### config.mk
export PLATFORM = sky130hd
export DESIGN_NAME = bfiq_hash
export DESIGN_NICKNAME = d
export VERILOG_FILES = /design/src/rtl/bfiq_pkg.sv /design/src/rtl/bfiq_hash.sv
export SDC_FILE = /design/constraint.sdc
export NUM_CORES = 2
export LEC_CHECK = 0
export ABC_AREA = 0
export BUFFER_PORTS_ARGS = -buffer_cell sky130_fd_sc_hd__buf_4
export CAP_MARGIN = 30
export CORE_UTILIZATION = 30
export DETAILED_ROUTE_END_ITERATION = 10
export GPL_ROUTABILITY_DRIVEN = 0
export MAX_ROUTING_LAYER = met4
export PLACE_DENSITY_LB_ADDON = 0.2
export SKIP_CTS_REPAIR_TIMING = 1
export SYNTH_ARGS = -nofsm -noshare
export SYNTH_HDL_FRONTEND = slang
export SYNTH_SLANG_ARGS = --single-unit
### constraint.sdc
create_clock -name clk -period 13.3 [get_ports clk]
set_clock_uncertainty 0.15 [all_clocks]
set_input_delay 1.995 -clock clk [delete_from_list [all_inputs] [get_ports clk]]
set_output_delay 1.995 -clock clk [all_outputs]
set_load 0.02 [all_outputs]
### src/rtl/bfiq_pkg.sv
// ----------------------------------------------------------------------------
// bfiq_pkg
// Shared constants and the rotate helper for the bloom filter unit
// ----------------------------------------------------------------------------
package bfiq_pkg;

	localparam int FILTER_BITS_DEF = 65536;
	localparam int MAX_PROBES_DEF  = 16;

	localparam logic [31:0] SEED_ONE = 32'h5f3759df;
	localparam logic [31:0] SEED_TWO = 32'h9e3779b9;
	localparam logic [31:0] MIX_C1   = 32'hcc9e2d51;
	localparam logic [31:0] MIX_C2   = 32'h1b873593;
	localparam logic [31:0] MIX_ADD  = 32'he6546b64;
	localparam logic [31:0] FIN_C1   = 32'h85ebca6b;
	localparam logic [31:0] FIN_C2   = 32'hc2b2ae35;

	localparam logic [1:0] CFG_PROBE_COUNT = 2'd0;
	localparam logic [1:0] CFG_FILTER_SIZE = 2'd1;

	localparam logic FUNC_ADD   = 1'b0;
	localparam logic FUNC_CHECK = 1'b1;

	localparam int CFG_W = 17;

	function automatic logic [31:0] rotl(input logic [31:0] v, input int s);
		rotl = (v << s) | (v >> (32 - s));
	endfunction

endpackage

### src/rtl/bfiq_hash.sv
// ----------------------------------------------------------------------------
// bfiq_hash
// Two-lane murmur3 accumulator and finalizer, one multiply per cycle per lane
// ----------------------------------------------------------------------------
module bfiq_hash (
	input  logic        clk,
	input  logic        arst_n,
	input  logic        go,
	input  logic [31:0] key_word,
	input  logic [2:0]  word_bytes,
	input  logic        last_word,
	output logic        busy,
	output logic        done,
	output logic [31:0] h1,
	output logic [31:0] h2
);
	// steps: 0 idle, 1 w*c1/rot, 2 rot*c2/xor/rot, 3 mul5, 4 fin mul1, 5 fin mul2, 6 out
	localparam logic [2:0] S_IDLE = 3'd0, S_M1 = 3'd1, S_M2 = 3'd2, S_BLK = 3'd3,
		S_F1 = 3'd4, S_F2 = 3'd5, S_FO = 3'd6;

	logic [2:0]  st_q;
	logic [31:0] ha_q, hb_q, len_q, w_q, t_q, fa_q, fb_q;
	logic        full_q, last_q;
	logic [2:0]  nb;
	logic [31:0] mask, sc, pa, pb;

	assign nb = word_bytes[2] ? 3'd4 : word_bytes;
	always_comb begin
		case (nb)
			3'd1:    mask = 32'h000000ff;
			3'd2:    mask = 32'h0000ffff;
			3'd3:    mask = 32'h00ffffff;
			default: mask = 32'hffffffff;
		endcase
	end
	assign sc = t_q * bfiq_pkg::MIX_C2;

	// fold the first finalize xor into the last block cycle
	assign pa = (full_q ? (ha_q * 32'd5 + bfiq_pkg::MIX_ADD) : ha_q) ^ len_q;
	assign pb = (full_q ? (hb_q * 32'd5 + bfiq_pkg::MIX_ADD) : hb_q) ^ len_q;

	assign busy = st_q != S_IDLE;

	always_ff @(posedge clk or negedge arst_n) begin
		if (!arst_n) begin
			st_q <= S_IDLE;
			ha_q <= bfiq_pkg::SEED_ONE;
			hb_q <= bfiq_pkg::SEED_TWO;
			len_q <= '0;
			done <= 1'b0;
		end else begin
			done <= 1'b0;
			case (st_q)
				S_IDLE: if (go) begin
					w_q <= key_word & mask;
					full_q <= nb == 3'd4;
					last_q <= last_word;
					if (nb == 3'd4 || (last_word && nb != 3'd0)) begin
						len_q <= len_q + {29'd0, nb};
						st_q <= S_M1;
					end else if (last_word) begin
						st_q <= S_F1;
						fa_q <= (ha_q ^ len_q) ^ ((ha_q ^ len_q) >> 16);
						fb_q <= (hb_q ^ len_q) ^ ((hb_q ^ len_q) >> 16);
					end
				end
				S_M1: begin
					t_q <= bfiq_pkg::rotl(w_q * bfiq_pkg::MIX_C1, 15);
					st_q <= S_M2;
				end
				S_M2: begin
					if (full_q) begin
						ha_q <= bfiq_pkg::rotl(ha_q ^ sc, 13);
						hb_q <= bfiq_pkg::rotl(hb_q ^ sc, 13);
					end else begin
						ha_q <= ha_q ^ sc;
						hb_q <= hb_q ^ sc;
					end
					st_q <= S_BLK;
				end
				S_BLK: begin
					if (full_q) begin
						ha_q <= ha_q * 32'd5 + bfiq_pkg::MIX_ADD;
						hb_q <= hb_q * 32'd5 + bfiq_pkg::MIX_ADD;
					end
					if (last_q) begin
						fa_q <= pa ^ (pa >> 16);
						fb_q <= pb ^ (pb >> 16);
						st_q <= S_F1;
					end else st_q <= S_IDLE;
				end
				S_F1: begin
					fa_q <= fa_q * bfiq_pkg::FIN_C1;
					fb_q <= fb_q * bfiq_pkg::FIN_C1;
					st_q <= S_F2;
				end
				S_F2: begin
					fa_q <= (fa_q ^ (fa_q >> 13)) * bfiq_pkg::FIN_C2;
					fb_q <= (fb_q ^ (fb_q >> 13)) * bfiq_pkg::FIN_C2;
					st_q <= S_FO;
				end
				S_FO: begin
					h1 <= fa_q ^ (fa_q >> 16);
					h2 <= fb_q ^ (fb_q >> 16);
					done <= 1'b1;
					ha_q <= bfiq_pkg::SEED_ONE;
					hb_q <= bfiq_pkg::SEED_TWO;
					len_q <= '0;
					st_q <= S_IDLE;
				end
				default: st_q <= S_IDLE;
			endcase
		end
	end

	property p_done_idle;
		@(posedge clk) disable iff (!arst_n) done |-> st_q == S_IDLE;
	endproperty
	a_done_idle: assert property (p_done_idle) else $error("done outside idle");
	a_seed_back: assert property (@(posedge clk) disable iff (!arst_n)
		done |-> ha_q == bfiq_pkg::SEED_ONE && len_q == '0)
		else $error("hash not restarted");
	a_go_idle: assert property (@(posedge clk) disable iff (!arst_n)
		$rose(busy) |-> $past(go))
		else $error("hash started without go");
endmodule

# After elaboration in Yosys (flattened, before gate mapping)
# Cells that the tools add are included.
# totals
ff_bits	294
input_bits	39
# classes
addsub	3
multipliers	8
eq_ne	16
mux	27
n_bitwise	18
reduce_logical	14
# op_table
op	n
$mux 32	14
$pmux 32 s3	3
$pmux 32 s4	2
$xor 32x16->32	6
$xor 32x32->32	6
$mul 32x31->32 const B	3
$add 32x32->32 const B	2
$mul 32x3->32 const B	2
$mul 32x32->32 const B	2
$or 32x13->32	2
$pmux 32 s2	1
$xor 32x19->32	2
$add 32x3->32	1
$and 32x32->32	1
$mul 32x29->32 const B	1
$or 32x15->32	1
$pmux 3 s6	1
$mux 3	5
$eq 3x2->1 const B	4
$eq 3x3->1 const B	4
$ne 2x2->1 const B	5
$reduce_bool 3->1	3
$eq 3x1->1 const B	2
$reduce_and 2->1	3
other kinds (9)	10

# Logic depth before layout (Yosys ltp)
# depth
depth_word	7
ltp_mapped	28
depth_no_buf	27

# Worst setup path after synthesis
# OpenSTA, ideal clock, no wires.
# synth_path
kind	register to register
startpoint	register fa_q[20]
endpoint	register fa_q[28], data pin
arrival_time_ps	7414
t_required_ps	13004
setup_slack_ps	5590
stages_incl_launch_ff	28
n_path_buf	0
period_less_slack_ps	7710
cell_sequence	edfxtp_1 -> xnor2_1 -> inv_1 -> ha_1 -> inv_1 -> fa_1 -> fa_1 -> fa_1 -> inv_1 -> fa_1 -> inv_1 -> fa_1 -> inv_1 -> fa_1 -> inv_1 -> fa_1 -> inv_1 -> ha_1 -> a21o_1 -> a21o_2 -> a21o_2 -> a211o_1 -> o21ai_1 -> a21oi_1 -> or3_4 -> or2_0 -> a41o_1 -> a21oi_1
# synth_via
elab_chain_len	3
word_cells_on_any_way	4
# synth_rtl
item	line_no	rtl
start, declared	bfiq_hash.sv:22	logic [31:0] ha_q, hb_q, len_q, w_q, t_q, fa_q, fb_q;
start signal, assigned	bfiq_hash.sv:63	fa_q <= (ha_q ^ len_q) ^ ((ha_q ^ len_q) >> 16);
start signal, assigned	bfiq_hash.sv:87	fa_q <= pa ^ (pa >> 16);
start signal, assigned	bfiq_hash.sv:93	fa_q <= fa_q * bfiq_pkg::FIN_C1;
$xor 32x19->32	bfiq_hash.sv:98	fa_q <= (fa_q ^ (fa_q >> 13)) * bfiq_pkg::FIN_C2;
$mul 32x31->32	bfiq_hash.sv:98	
$pmux 32 s4 *	bfiq_hash.sv:53	case (st_q)
# Every way passes the cells marked *; elsewhere a longest branch is shown, timed or not.
# A chain may end at the register's enable or synchronous reset.

# Worst setup path after layout
# layout_path
startpoint	register fa_q[20]
endpoint	register fa_q[27], data pin
# Same word-level chain as after synthesis.

==> impl_metrics.yaml <==
logic_synthesis:
  synth_xor_area_frac: 0.08782
  synth_edf_count: 194
  synth_fa_ha_area_frac: 0.5303
  yosysSeqAreaShare: 0.1165
  synth_warnings: 0
  synth_top_family_by_area: "adder cells"
  synth_cell_types: 110
  synth_area_um2: 71910
  synth_seq_cells: 294
  synth.avg_cell_area_um2: 9.783
  yosysMostFrequentCell: "inv_1"
  netlist_top_cells_count: "inv_1, ha_1, fa_1"
  synth_nets: 9745
  ys_top_cells_by_area: "fa_1, ha_1, inv_1"
  synth-compound-area-share: 0.09233
  yosysTopAreaCell: "fa_1"
  synthMuxAreaShare: 0.006856
  synthSimpleGateAreaFrac: 0.05224
  synthArstFlopShare: 0.3401
  synth_top_area_share: 0.3210
  synth_top_flop_cell: "edfxtp_1"
  syn_inst: 7350
final_layout:
  insertedDiodeCount: 0
  postLayoutCoreUtil: 0.3285
  drive_gt1_frac: 0.04771
  finalNetCount: 9820
  n_fill_cell: 24730
  layout.cells.non_filler: 10630
  area_growth_pct: 8.763
global_routing:
  grt_max_degree: 63
  grt_pass1_vias: 55220
  grt.total_usage: 0.2101
  grt_overflow_total: 0
  antenna_found_initial: 1
  grt_pass1_wl_mm: 366.8
critical_path:
  end_kind: "flop"
  path_buf_inv: 7
  setup.worst_path.class: "flop to flop"
  crit_path_top_delay_cell: "edfxtp_1"
  cp_max_fo: 10
  startpoint_type: "flop"
  worst_ep_arrival_time_ns: 9.01
  critPathMaxStageDelay_ns: 0.66
  crit_family: "adder cells"
  required_ns: 13.62
floorplanning:
  ios: 105
  design.core.area_um2: 238100
  die_height_um: 491.6
  fp-row-count: 179
  start_util: 0.3020
  die_width_um: 491.6
  die-area_um2: 241700
status:
  violations: "design-rule violations"
  status: "complete, but fails checks"
clocking:
  cts_tree: "built"
  cts.sinks: 294
  clk_pin_slew_worst_paths_ns: 0.06
  ctsLongestPathBuffers: 3
  cts-root-buf: "clkbuf_16"
  h-tree-depth: 2
  clkLatencyLatePin_ns: 0.73
  cts_made_buffers: 47
sta:
  setup_viol: 0
  hold_violations: 0
  rsz0062_at_grt: "no"
  finalCritPeriodShare: 0.6534
  finalSetupTns_ns: 0
  drv_slew: 0
  maxSlewHeadroom: 0.2309
  max_freq_ghz: 0.1151
  timing.final.crit_period_ns: 8.690
  worst_slew_pin_slew_ns: 1.147
placement:
  port-buffer-count: 104
  dpl.hpwl_mm: 207.8
  placedCellCount: 10540
route:
  detail_route.vias_per_cell: 4.825
  drtIter0Drc: 3640
  post_drt_wl_per_cell_um: 22.96
  drc_errors: 20
  totalWireLength_mm: 244.0
  antenna_left: 0
  dr.pass1.iters: 9
  vias: 51290
hold_path:
  hold_path.class: "flop to flop"
run:
  cap_viol_max_count: 0
## kinds of logic (layout without fill, tap and decap cells)
group / Yosys count / after routing
compound gates: 1001 / 1001
xor+xnor: 701 / 701
fa+ha+maj: 2356 / 2356
buf+inv: 2172 / 2284
flops: 294 / 294
mux: 47 / 47
simple gates: 779 / 779
## worst reg2reg max path, stage by stage (launching register included)
cell	delay [ns]
edfxtp_1	0.66
xnor2_1	0.65
inv_1	0.27
ha_1	0.38
inv_1	0.09
fa_1	0.45
fa_1	0.50
fa_1	0.50
inv_1	0.06
fa_1	0.52
inv_1	0.06
fa_1	0.55
inv_1	0.06
fa_1	0.48
inv_1	0.05
fa_1	0.47
inv_1	0.05
ha_1	0.34
a21o_1	0.18
a21o_2	0.20
a21o_2	0.23
nand2b_1	0.16
o2111ai_1	0.32
a31oi_1	0.12
o21ai_0	0.30
o211ai_1	0.18
o221a_2	0.29
o22a_1	0.18
## state kept, by name, summed over array words and instances (netlist names)
name / cells
w_q: 32
fa_q: 32
fb_q: 32
t_q: 32
st_q: 3
done: 1
ha_q: 32
h2: 32
full_q: 1
hb_q: 32
last_q: 1
len_q: 32
h1: 32
## cells in the final DEF (no fill, tap or decap), drive strengths merged, types with 18 or more instances in the layout
| cell | count |
|---|---|
| xor2 | 214 |
| a22oi | 21 |
| ha | 1203 |
| buf | 163 |
| dfstp | 42 |
| o211ai | 42 |
| nand2 | 195 |
| and2 | 30 |
| nand3 | 57 |
| o21ai | 209 |
| nand2b | 40 |
| a211oi | 46 |
| a31oi | 34 |
| a221oi | 22 |
| dfrtp | 58 |
| inv | 2037 |
| nor2 | 248 |
| a21oi | 262 |
| o21bai | 29 |
| xnor2 | 475 |
| fa | 1153 |
| nor2b | 49 |
| or3 | 26 |
| clkinv | 18 |
| nor3 | 35 |
| o31ai | 21 |
| and3 | 34 |
| mux2i | 39 |
| o22ai | 42 |
| clkbuf | 55 |
| edfxtp | 194 |
| o21a | 42 |
| a21o | 78 |
## path summary, 6_finish.rpt
kind / endpoint / from / slack [ns] / cells after the start
worst min-delay path: len_q[13] / len_q[13] / 0.44 / 2
worst max-delay path: fa_q[27] / fa_q[20] / 4.61 / 27
worst max register to register: fa_q[27] / fa_q[20] / 4.61 / 27
min in group asynchronous: hb_q[24] / arst_n / 1.16 / 1
max in group asynchronous: len_q[11] / arst_n / 10.72 / 2
worst min register to register: len_q[13] / len_q[13] / 0.44 / 2
## routing by layer
metal  global-route usage  routed length (um)
met3              0.01922               11340
met4              0.06467                8845
met2               0.3338              113000
met1               0.2825              110900
met5                    -                   0
## area by class of cell
cell class	instances	area, um2	area share
Sequential cell	294	8384	0.1072
Clock inverter	31	364.1	0.004656
Timing Repair Buffer	163	1264	0.01616
Tap cell	3167	3963	0.05067
Inverter	2035	7639	0.09767
Multi-Input combinational cell	4884	55380	0.7081
Clock buffer	55	1216	0.01555
## metrics by stage
stage	instance area (um2)	setup slack (ns)	hold WS (ns)
2_1_floorplan	71910	5.590	0.3253
4_1_cts	78180	4.636	0.4405
6_report	78210	4.610	0.4414
5_1_grt	78210	4.268	0.4663
3_5_place_dp	76600	4.718	0.4213
3_3_place_gp	76520	4.774	0.4067
Power is left out: the tool's default activity adds up to more than one toggle a clock period on the data nets, which glitch-free logic cannot reach.
